===== config.mk =====
export PLATFORM = sky130hd
export DESIGN_NAME = tick_task_dispatch_scheduler_unit
export DESIGN_NICKNAME = d
export VERILOG_FILES = /design/src/rtl/ttds_pkg.sv /design/src/rtl/ttds_alarm_cell.sv /design/src/rtl/tick_task_dispatch_scheduler_unit.sv
export SDC_FILE = /design/constraint.sdc
export NUM_CORES = 2
export LEC_CHECK = 0
export BUFFER_PORTS_ARGS = -buffer_cell sky130_fd_sc_hd__buf_2
export CAP_MARGIN = 20
export CORE_ASPECT_RATIO = 1.1
export CORE_MARGIN = 3
export CORE_UTILIZATION = 35
export CTS_CLUSTER_DIAMETER = 200
export DETAILED_ROUTE_END_ITERATION = 8
export PLACE_DENSITY = 0.55
export SYNTH_ARGS = -nofsm -noshare
export SYNTH_HDL_FRONTEND = slang
export SYNTH_HIERARCHICAL = 1
export SYNTH_SLANG_ARGS = --single-unit

===== constraint.sdc =====
create_clock -name clk -period 15.3 [get_ports clk]
set_clock_uncertainty 0.2 [all_clocks]
set_input_delay 1.53 -clock clk [delete_from_list [all_inputs] [get_ports clk]]
set_output_delay 1.53 -clock clk [all_outputs]
set_load 0.01 [all_outputs]

===== src/rtl/ttds_pkg.sv =====
// ----------------------------------------------------------------------------
// Tick dispatch scheduler package
// Shared sizes, action and source codes, the result word and the control
// word of one alarm list cell.
// ----------------------------------------------------------------------------
package ttds_pkg;

  localparam int TASKS_PER_CLASS = 8;
  localparam int PERIODIC_MAX    = 8;
  localparam int ALARM_MAX       = 8;
  localparam int NUM_CLASSES     = 4;

  localparam int TW  = (TASKS_PER_CLASS > 1) ? $clog2(TASKS_PER_CLASS) : 1;
  localparam int CW  = $clog2(TASKS_PER_CLASS + 1);
  localparam int PW  = (PERIODIC_MAX > 1) ? $clog2(PERIODIC_MAX) : 1;
  localparam int PCW = $clog2(PERIODIC_MAX + 1);
  localparam int AW  = (ALARM_MAX > 1) ? $clog2(ALARM_MAX) : 1;
  localparam int ACW = $clog2(ALARM_MAX + 1);
  localparam int WW  = (CW > PCW) ? ((CW > ACW) ? CW : ACW) : ((PCW > ACW) ? PCW : ACW);

  localparam logic [2:0] ACT_TICK      = 3'd0;
  localparam logic [2:0] ACT_ADD_RATE  = 3'd1;
  localparam logic [2:0] ACT_REM_RATE  = 3'd2;
  localparam logic [2:0] ACT_ADD_PER   = 3'd3;
  localparam logic [2:0] ACT_CLR_PER   = 3'd4;
  localparam logic [2:0] ACT_ADD_ALARM = 3'd5;

  localparam logic [2:0] SRC_1MS      = 3'd0;
  localparam logic [2:0] SRC_10MS     = 3'd1;
  localparam logic [2:0] SRC_100MS    = 3'd2;
  localparam logic [2:0] SRC_1S       = 3'd3;
  localparam logic [2:0] SRC_PERIODIC = 3'd4;
  localparam logic [2:0] SRC_ALARM    = 3'd5;

  localparam logic KIND_REPLY    = 1'b0;
  localparam logic KIND_DISPATCH = 1'b1;

  typedef struct packed {
    logic       kind;
    logic [2:0] source;
    logic [7:0] fired_ref;
    logic [2:0] slot;
    logic       ok;
  } res_t;

  typedef struct packed {
    logic load;
    logic take;
    logic dec;
  } cell_ctl_t;

endpackage


===== src/rtl/ttds_alarm_cell.sv =====
// ----------------------------------------------------------------------------
// Alarm list cell
// Holds one alarm reference and its remaining ticks. It loads a new alarm,
// takes its right neighbor's contents when the list closes a gap, or counts
// down by one.
// ----------------------------------------------------------------------------
module ttds_alarm_cell (
  input  logic               clk,
  input  ttds_pkg::cell_ctl_t ctl,
  input  logic [7:0]         load_ref,
  input  logic [15:0]        load_cnt,
  input  logic [7:0]         next_ref,
  input  logic [15:0]        next_cnt,
  output logic [7:0]         ref_q,
  output logic [15:0]        cnt_q
);
  import ttds_pkg::*;

  always_ff @(posedge clk) begin
    if (ctl.load) begin
      ref_q <= load_ref;
      cnt_q <= load_cnt;
    end else if (ctl.take) begin
      ref_q <= next_ref;
      cnt_q <= next_cnt;
    end else if (ctl.dec) begin
      cnt_q <= cnt_q - 16'd1;
    end
  end

endmodule


===== src/rtl/tick_task_dispatch_scheduler_unit.sv =====
// ----------------------------------------------------------------------------
// Tick task dispatch scheduler
// Keeps rate-class task tables, periodic counters and a chain of alarm cells,
// and emits dispatch and reply words.
// ----------------------------------------------------------------------------
// Usage: an input word carries an action. Table actions (add or remove a rate
// task, add or clear periodics, add an alarm) give one reply word with last
// set, passed through the staging register to the output. A tick walks the
// 1 ms table, the three spreads, the periodic list and the alarm chain, one
// entry per cycle, emitting one dispatch word per fired entry; the final word
// carries last, and a tick that fires nothing gives no word. in_stall is
// high while an item is at work, so one item is handled at a time. Each
// word is held in a one-deep staging register before the output register,
// so that last can be set on the final word. When out_stall is high while
// out_valid is set, the walk pauses and the output word holds. Reset
// empties all lists and clears the tick counter; table contents are not
// cleared.
// ----------------------------------------------------------------------------
module tick_task_dispatch_scheduler_unit (
  input  logic        clk,
  input  logic        rst,
  input  logic        in_valid,
  output logic        in_stall,
  input  logic [2:0]  action,
  input  logic [1:0]  rate_class,
  input  logic [7:0]  task_ref,
  input  logic [2:0]  slot_index,
  input  logic [15:0] duration,
  output logic        out_valid,
  input  logic        out_stall,
  output logic        kind,
  output logic [2:0]  source,
  output logic [7:0]  fired_ref,
  output logic [2:0]  slot,
  output logic        ok,
  output logic        last
);
  import ttds_pkg::*;

  typedef enum logic [2:0] {
    S_IDLE, S_P1, S_SP1, S_SP2, S_SP3, S_PER, S_ALM, S_FLUSH
  } state_t;

  state_t state;

  logic [7:0]     rt [NUM_CLASSES][TASKS_PER_CLASS];
  logic [CW-1:0]  cnt [NUM_CLASSES];
  logic [CW-1:0]  spr [3];
  logic [9:0]     tc;
  logic [3:0]     c10;
  logic [6:0]     c100;

  logic [7:0]     p_ref [PERIODIC_MAX];
  logic [15:0]    p_rel [PERIODIC_MAX];
  logic [15:0]    p_rem [PERIODIC_MAX];
  logic [PCW-1:0] pcount;
  logic [ACW-1:0] acount;
  logic [WW-1:0]  i;

  logic [7:0]     a_ref [ALARM_MAX];
  logic [15:0]    a_cnt [ALARM_MAX];
  cell_ctl_t      a_ctl [ALARM_MAX];

  res_t h;
  logic h_v;
  res_t o;
  logic o_last;

  logic       in_acc;
  logic       adv;
  logic       gen_v;
  res_t       gen;
  logic [15:0] p_dec;
  logic [15:0] a_dec;
  logic        p_in;
  logic        a_in;
  logic [CW-1:0] pos1, pos2, pos3;
  logic [TW-1:0] rc_idx;

  assign in_stall  = (state != S_IDLE);
  assign in_acc    = in_valid && !in_stall;
  assign adv       = !out_valid || !out_stall;
  assign kind      = o.kind;
  assign source    = o.source;
  assign fired_ref = o.fired_ref;
  assign slot      = o.slot;
  assign ok        = o.ok;
  assign last      = o_last;

  assign p_in  = (i < WW'(pcount));
  assign a_in  = (i < WW'(acount));
  assign p_dec = p_rem[i[PW-1:0]] - 16'd1;
  assign a_dec = a_cnt[i[AW-1:0]] - 16'd1;
  assign pos1  = cnt[1] - spr[0];
  assign pos2  = cnt[2] - spr[1];
  assign pos3  = cnt[3] - spr[2];
  assign rc_idx = cnt[rate_class][TW-1:0];

  always_comb begin
    gen_v         = 1'b0;
    gen.kind      = KIND_DISPATCH;
    gen.source    = SRC_1MS;
    gen.fired_ref = 8'd0;
    gen.slot      = 3'd0;
    gen.ok        = 1'b1;
    case (state)
      S_P1: begin
        if (i < WW'(cnt[0])) begin
          gen_v         = 1'b1;
          gen.fired_ref = rt[0][i[TW-1:0]];
          gen.slot      = 3'(i);
        end
      end
      S_SP1: begin
        if (spr[0] != '0 && spr[0] <= cnt[1]) begin
          gen_v         = 1'b1;
          gen.source    = SRC_10MS;
          gen.fired_ref = rt[1][pos1[TW-1:0]];
          gen.slot      = 3'(pos1);
        end
      end
      S_SP2: begin
        if (c10 == 4'd0 && spr[1] != '0 && spr[1] <= cnt[2]) begin
          gen_v         = 1'b1;
          gen.source    = SRC_100MS;
          gen.fired_ref = rt[2][pos2[TW-1:0]];
          gen.slot      = 3'(pos2);
        end
      end
      S_SP3: begin
        if (c100 == 7'd99 && spr[2] != '0 && spr[2] <= cnt[3]) begin
          gen_v         = 1'b1;
          gen.source    = SRC_1S;
          gen.fired_ref = rt[3][pos3[TW-1:0]];
          gen.slot      = 3'(pos3);
        end
      end
      S_PER: begin
        if (p_in && p_dec == 16'd0) begin
          gen_v         = 1'b1;
          gen.source    = SRC_PERIODIC;
          gen.fired_ref = p_ref[i[PW-1:0]];
          gen.slot      = 3'(i);
        end
      end
      S_ALM: begin
        if (a_in && a_dec == 16'd0) begin
          gen_v         = 1'b1;
          gen.source    = SRC_ALARM;
          gen.fired_ref = a_ref[i[AW-1:0]];
          gen.slot      = 3'(i);
        end
      end
      default: begin
      end
    endcase
  end

  genvar k;
  generate
    for (k = 0; k < ALARM_MAX; k++) begin : g_alarm
      logic [7:0]  nref;
      logic [15:0] ncnt;
      if (k + 1 < ALARM_MAX) begin : g_mid
        assign nref = a_ref[k + 1];
        assign ncnt = a_cnt[k + 1];
      end else begin : g_end
        assign nref = a_ref[k];
        assign ncnt = a_cnt[k];
      end
      always_comb begin
        a_ctl[k].load = in_acc && action == ACT_ADD_ALARM &&
                        acount < ACW'(ALARM_MAX) && acount == ACW'(k);
        a_ctl[k].take = state == S_ALM && adv && a_in && a_dec == 16'd0 &&
                        WW'(k) >= i;
        a_ctl[k].dec  = state == S_ALM && adv && a_in && a_dec != 16'd0 &&
                        WW'(k) == i;
      end
      ttds_alarm_cell u_cell (
        .clk      (clk),
        .ctl      (a_ctl[k]),
        .load_ref (task_ref),
        .load_cnt (duration),
        .next_ref (nref),
        .next_cnt (ncnt),
        .ref_q    (a_ref[k]),
        .cnt_q    (a_cnt[k])
      );
    end
  endgenerate

  always_ff @(posedge clk) begin
    if (in_acc && action == ACT_ADD_RATE && cnt[rate_class] < CW'(TASKS_PER_CLASS)) begin
      rt[rate_class][rc_idx] <= task_ref;
    end
    if (in_acc && action == ACT_REM_RATE && {1'b0, slot_index} < 4'(cnt[rate_class])) begin
      for (int j = 0; j + 1 < TASKS_PER_CLASS; j++) begin
        if (j >= int'(slot_index)) begin
          rt[rate_class][j] <= rt[rate_class][j + 1];
        end
      end
    end
    if (in_acc && action == ACT_ADD_PER && pcount < PCW'(PERIODIC_MAX)) begin
      p_ref[pcount[PW-1:0]] <= task_ref;
      p_rel[pcount[PW-1:0]] <= duration;
      p_rem[pcount[PW-1:0]] <= duration;
    end
    if (state == S_PER && adv && p_in) begin
      p_rem[i[PW-1:0]] <= (p_dec == 16'd0) ? p_rel[i[PW-1:0]] : p_dec;
    end
  end

  always_ff @(posedge clk) begin
    if (rst) begin
      state     <= S_IDLE;
      out_valid <= 1'b0;
      h_v       <= 1'b0;
      for (int c = 0; c < NUM_CLASSES; c++) cnt[c] <= '0;
      for (int c = 0; c < 3; c++) spr[c] <= '0;
      tc        <= 10'd0;
      c10       <= 4'd0;
      c100      <= 7'd0;
      pcount    <= '0;
      acount    <= '0;
      i         <= '0;
    end else begin
      if (out_valid && !out_stall) out_valid <= 1'b0;
      if (gen_v && adv) begin
        if (h_v) begin
          o         <= h;
          o_last    <= 1'b0;
          out_valid <= 1'b1;
        end
        h   <= gen;
        h_v <= 1'b1;
      end
      unique case (state)
        S_IDLE: begin
          if (in_acc) begin
            h.kind <= KIND_REPLY;
            case (action)
              ACT_TICK: begin
                i     <= '0;
                state <= S_P1;
              end
              ACT_ADD_RATE: begin
                h.source <= 3'(rate_class);
                h_v      <= 1'b1;
                state    <= S_FLUSH;
                if (cnt[rate_class] < CW'(TASKS_PER_CLASS)) begin
                  h.fired_ref     <= task_ref;
                  h.slot          <= 3'(cnt[rate_class]);
                  h.ok            <= 1'b1;
                  cnt[rate_class] <= cnt[rate_class] + 1'b1;
                end else begin
                  h.fired_ref <= 8'd0;
                  h.slot      <= 3'd0;
                  h.ok        <= 1'b0;
                end
              end
              ACT_REM_RATE: begin
                h.source <= 3'(rate_class);
                h.slot   <= slot_index;
                h_v      <= 1'b1;
                state    <= S_FLUSH;
                if ({1'b0, slot_index} < 4'(cnt[rate_class])) begin
                  h.fired_ref     <= rt[rate_class][slot_index[TW-1:0]];
                  h.ok            <= 1'b1;
                  cnt[rate_class] <= cnt[rate_class] - 1'b1;
                end else begin
                  h.fired_ref <= 8'd0;
                  h.ok        <= 1'b0;
                end
              end
              ACT_ADD_PER: begin
                h.source <= SRC_PERIODIC;
                h_v      <= 1'b1;
                state    <= S_FLUSH;
                if (pcount < PCW'(PERIODIC_MAX)) begin
                  h.fired_ref <= task_ref;
                  h.slot      <= 3'(pcount);
                  h.ok        <= 1'b1;
                  pcount      <= pcount + 1'b1;
                end else begin
                  h.fired_ref <= 8'd0;
                  h.slot      <= 3'd0;
                  h.ok        <= 1'b0;
                end
              end
              ACT_CLR_PER: begin
                h.source    <= SRC_PERIODIC;
                h.fired_ref <= 8'd0;
                h.slot      <= 3'd0;
                h.ok        <= 1'b1;
                h_v         <= 1'b1;
                pcount      <= '0;
                state       <= S_FLUSH;
              end
              ACT_ADD_ALARM: begin
                h.source <= SRC_ALARM;
                h_v      <= 1'b1;
                state    <= S_FLUSH;
                if (acount < ACW'(ALARM_MAX)) begin
                  h.fired_ref <= task_ref;
                  h.slot      <= 3'(acount);
                  h.ok        <= 1'b1;
                  acount      <= acount + 1'b1;
                end else begin
                  h.fired_ref <= 8'd0;
                  h.slot      <= 3'd0;
                  h.ok        <= 1'b0;
                end
              end
              default: begin
              end
            endcase
          end
        end
        S_P1: begin
          if (adv) begin
            if (i < WW'(cnt[0])) i <= i + 1'b1;
            else state <= S_SP1;
          end
        end
        S_SP1: begin
          if (adv) begin
            if (spr[0] != '0) spr[0] <= spr[0] - 1'b1;
            if (c10 == 4'd0) spr[0] <= cnt[1];
            state <= S_SP2;
          end
        end
        S_SP2: begin
          if (adv) begin
            if (c10 == 4'd0 && spr[1] != '0) spr[1] <= spr[1] - 1'b1;
            if (c100 == 7'd0) spr[1] <= cnt[2];
            state <= S_SP3;
          end
        end
        S_SP3: begin
          if (adv) begin
            if (c100 == 7'd99 && spr[2] != '0) spr[2] <= spr[2] - 1'b1;
            if (tc == 10'd0 || tc == 10'd1000) begin
              spr[2] <= cnt[3];
              tc     <= 10'd1;
              c10    <= 4'd1;
              c100   <= 7'd1;
            end else begin
              tc   <= tc + 10'd1;
              c10  <= (c10 == 4'd9) ? 4'd0 : c10 + 4'd1;
              c100 <= (c100 == 7'd99) ? 7'd0 : c100 + 7'd1;
            end
            i     <= '0;
            state <= S_PER;
          end
        end
        S_PER: begin
          if (adv) begin
            if (p_in) begin
              i <= i + 1'b1;
            end else begin
              i     <= '0;
              state <= S_ALM;
            end
          end
        end
        S_ALM: begin
          if (adv) begin
            if (a_in) begin
              if (a_dec == 16'd0) acount <= acount - 1'b1;
              else i <= i + 1'b1;
            end else begin
              state <= S_FLUSH;
            end
          end
        end
        S_FLUSH: begin
          if (adv) begin
            if (h_v) begin
              o         <= h;
              o_last    <= 1'b1;
              out_valid <= 1'b1;
              h_v       <= 1'b0;
            end
            state <= S_IDLE;
          end
        end
        default: state <= S_IDLE;
      endcase
    end
  end

  a_alarm_bound: assert property (@(posedge clk) disable iff (rst)
    acount <= ACW'(ALARM_MAX)) else $error("alarm count beyond list size");

  a_periodic_bound: assert property (@(posedge clk) disable iff (rst)
    pcount <= PCW'(PERIODIC_MAX)) else $error("periodic count beyond list size");

  a_idle_empty: assert property (@(posedge clk) disable iff (rst)
    state == S_IDLE |-> !h_v) else $error("staged word left behind in idle");

  a_tick_range: assert property (@(posedge clk) disable iff (rst)
    tc <= 10'd1000) else $error("tick counter out of range");

endmodule

==> results.py <==
metrics = {
    "run_status": {
        "status": "finished, final reports clean",
    },
    "route": {
        "totalWireLength_um": 136000,
        "antenna_left": 0,
        "vias": 28700,
        "drtPass1Iterations": 5,
        "dr.first_iter.drc_count": 2730,
        "drc_errors": 0,
        "routed_via_density": 5.88,
        "wl_per_cell_um": 27.8,
    },
    "final_layout": {
        "area_growth_pct": 11.9,
        "design_area_mm2": 0.0498,
        "fillers": 11600,
        "nets": 3261,
        "layout.cells.non_filler": 4889,
        "regArea_mm2": 0.0257,
        "multi_input_area_mm2": 0.0178,
        "drive_above_1_share_pct": 22.0,
    },
    "critical_path": {
        "crit_end": "p_rem[1][1]",
        "cp_num_buf_inv": 3,
        "worst-path-max-fanout": 41,
        "slowest_delay_ns": 0.85,
        "rrSetupSlack_ns": 8.82,
        "critPathCaptureType": "flop",
        "worstPathArrival_ns": 6.64,
        "cp.required_ns": 15.45,
        "reg2regPathDepth": 12,
        "cp_slowest_cell": "dfxtp_4",
        "critPathKind": "reg2reg",
        "crit_chain": "buf_4 > mux4_2 > mux2i_2 > ha_1 > inv_1 > or4_4 > a2111oi_2 > o211ai_2 > nor4_4 > buf_6 > mux2_2 > o21ai_0",
        "timing.rr.end": "p_rem[1][1]",
        "critical-path-top-delay-family": "multiplexers",
        "cp.depth": 12,
        "critPathLaunchType": "flop",
    },
    "sta": {
        "clock.fmax_mhz": 154,
        "hold_viol": 0,
        "setup_slack_ns": 8.82,
        "tightest_slew_ns": 1.16,
        "rsz0062_at_grt": "no",
        "period_minus_slack_ns": 6.48,
        "slew_violations": 0,
        "setup_violations": 0,
        "slew_headroom_pct": 22.3,
        "setup_tns_ns": 0,
        "finalCritPeriodShare_pct": 42.4,
    },
    "yosys": {
        "yosys.area.top_type_share_pct": 56.0,
        "synth-seq-cells": 870,
        "async_flop_share_pct": 0,
        "ys_types": 87,
        "netlist_instances": 3102,
        "avgSynthCellArea_um2": 14.3,
        "syn_area_mm2": 0.0445,
        "yosysWarnings": 6,
        "seq_area_frac_synth_pct": 57.8,
        "synth-edff-count": 829,
        "synth_ff_type": "edfxtp_1",
        "synth_top_area_cell": "edfxtp_1",
        "synthesis.nets": 3204,
        "synth_area_leaders": "edfxtp_1 (56%), mux4_2 (13%), mux2_2 (2.7%)",
    },
    "cts": {
        "cts_tree": "yes",
        "clk_pin_slew_ns": 0.06,
        "cts_resized": 0,
        "worst_skew_pair.late_latency_ns": 0.69,
        "cts.htree.levels": 3,
        "clockBufferDepth": 3,
        "cts_sinks": 870,
        "cts_made_buffers": 89,
        "cts_root_buf": "clkbuf_16",
        "hold_buffers": 0,
        "cts_setup_buffers": 0,
    },
    "die": {
        "core_region_area_mm2": 0.126,
        "fp.dieW_um": 346,
        "num_rows": 136,
        "initial_core_util_pct": 35.4,
        "dieHeight_um": 380,
        "ioPinCount": 55,
        "die_area_mm2": 0.131,
    },
    "placement": {
        "post-dp-hpwl_um": 91200,
        "port-buffer-count": 54,
        "dp_cells": 4720,
        "gp_congestion": 0.882,
        "dp_slack_ns": 8.34,
        "dpl_cell_area_mm2": 0.0468,
    },
    "power": {
        "p_sw_mw": 1.78,
        "pwr-share-clk_pct": 35.8,
        "leakagePower_nw": 15.5,
        "swShare_pct": 28.4,
        "p_per_area_mw_per_mm2": 125,
        "pwr-share-seq_pct": 44.9,
        "intPower_mw": 4.47,
        "combPwrFrac_pct": 19.3,
        "ir_drop_v": 0.0000828,
    },
    "global_routing": {
        "grt-ovfl-total": 0,
        "grt_pass1_wl_um": 200000,
        "grtUsageTotal_pct": 20.4,
        "first_global_vias": 29000,
        "antenna_found_initial": 2,
        "grt_max_degree": 56,
    },
    "job": {
        "drv_cap": 0,
    },
    "hold_path": {
        "hp-start": "pcount[3]",
        "min_path_type": "reg2reg",
    },
}
==> state kept, by name, summed over array words and instances, names as in the netlist, 16 cells and up, named ones only <==
name and count:
rt 256, g_alarm.u_cell/cnt_q 128, p_rel 128, p_rem 128
g_alarm.u_cell/ref_q 64, p_ref 64, cnt 16, h 16
==> worst min-delay path by stage <==
| stage | end | slack [ns] | cells past startpoint |
|---|---|---|---|
| CTS | pcount[3] | 0.30 | 2 |
| floorplan | c100[6] | 0.26 | 2 |
| global route | c100[6] | 0.34 | 2 |
| finish | pcount[3] | 0.30 | 2 |
| detailed placement | pcount[3] | 0.29 | 2 |
| global placement | pcount[3] | 0.29 | 2 |
==> power by group through the flow <==
stage | Sequential [mW] | Clock, mW | Combinational (mW)
floorplan | 2.78 | 0 | 0.828
global placement | 2.85 | 0 | 1.19
detailed placement | 2.85 | 0 | 1.19
CTS | 2.80 | 2.28 | 1.20
global route | 2.81 | 2.38 | 1.28
finish | 2.80 | 2.23 | 1.21
==> final cells by class <==
| cell class | instances | share of cell area, % |
|---|---|---|
| flip-flops and latches | 870 | 51.7 |
| multi-input cells | 1974 | 35.8 |
| repair buffers | 127 | 1.68 |
| diodes | 2 | 0.0101 |
| clock buffers | 100 | 4.62 |
| clock inverters | 63 | 1.32 |
| inverters | 97 | 0.731 |
| well taps | 1656 | 4.16 |
==> worst register-to-register path, cell delays in order (launching register included) <==
cell and delay (ns):
dfxtp_4 0.85, buf_4 0.79, mux4_2 0.66, mux2i_2 0.36, ha_1 0.44, inv_1 0.16, or4_4 0.57, a2111oi_2 0.42
o211ai_2 0.22, nor4_4 0.31, buf_6 0.23, mux2_2 0.36, o21ai_0 0.60
==> stage by stage <==
stage	hold slack, ns	util [%]	power [mW]
final	0.299	39.6	6.24
after global routing	0.342	39.6	6.47
after CTS	0.299	39.6	6.28
after detailed placement	0.291	37.2	4.05
after global placement	0.292	37.2	4.04
after floorplan	0.262	-	3.61
==> layout by cell type (no fill, tap or decap), types with 14 or more instances in the layout <==
master | netlist | routed
nand2b_1 | 24 | 24
nand3_1 | 57 | 57
buf_4 | 1 | 70
dfxtp_1 | 41 | 36
mux2i_1 | 74 | 74
edfxtp_1 | 829 | 829
or3_1 | 44 | 44
nor4_1 | 58 | 57
nor3_1 | 67 | 66
a221oi_1 | 23 | 23
clkinv_2 | 0 | 24
buf_2 | 10 | 53
mux2_1 | 80 | 80
nor2b_1 | 18 | 18
xor2_1 | 38 | 38
o21ai_0 | 79 | 78
mux4_2 | 253 | 253
inv_1 | 85 | 84
a21oi_1 | 120 | 119
or4_1 | 16 | 16
o21ai_1 | 74 | 74
mux2_2 | 106 | 106
ha_1 | 62 | 62
and2_1 | 22 | 22
clkinv_1 | 1 | 15
a211oi_1 | 14 | 14
nor3b_1 | 14 | 14
nand2_1 | 168 | 168
a22oi_1 | 37 | 37
clkbuf_16 | 0 | 90
nor2_1 | 215 | 207
o22ai_1 | 40 | 36
xnor2_1 | 96 | 96
==> synthesized netlist by cell type (all sizes together) (45+ instances only) <==
cell and instances:
a21oi 122, buf 61, clkbuf 100, edfxtp 829, ha 62, inv 96, mux2 196, mux2i 82
mux4 254, nand2 168, nand3 57, nor2 215, nor3 67, nor4 61, o21ai 154, or3 45
xnor2 96
==> routing by layer <==
layer  part of all wire [%]  up-vias  track usage [%]
met5                      0        -                0
met4                    3.5        0             7.59
met3                    7.7      253             3.69
met2                     47     1339             33.0
met1                     41    14800             27.5
li1                       -    12400                -
==> kinds of logic after synthesis <==
family / after synthesis / synth area share (%)
AOI/OAI and AO/OA: 473 / 6.53
xor gates and xnor gates: 134 / 2.64
adders and majority gates: 68 / 1.97
buffers and inverters: 258 / 2.35
DFF: 870 / 57.8
muxes: 532 / 19.9
and+or+nand+nor: 767 / 8.77
Note: power is estimated with default switching activity, not from simulation.
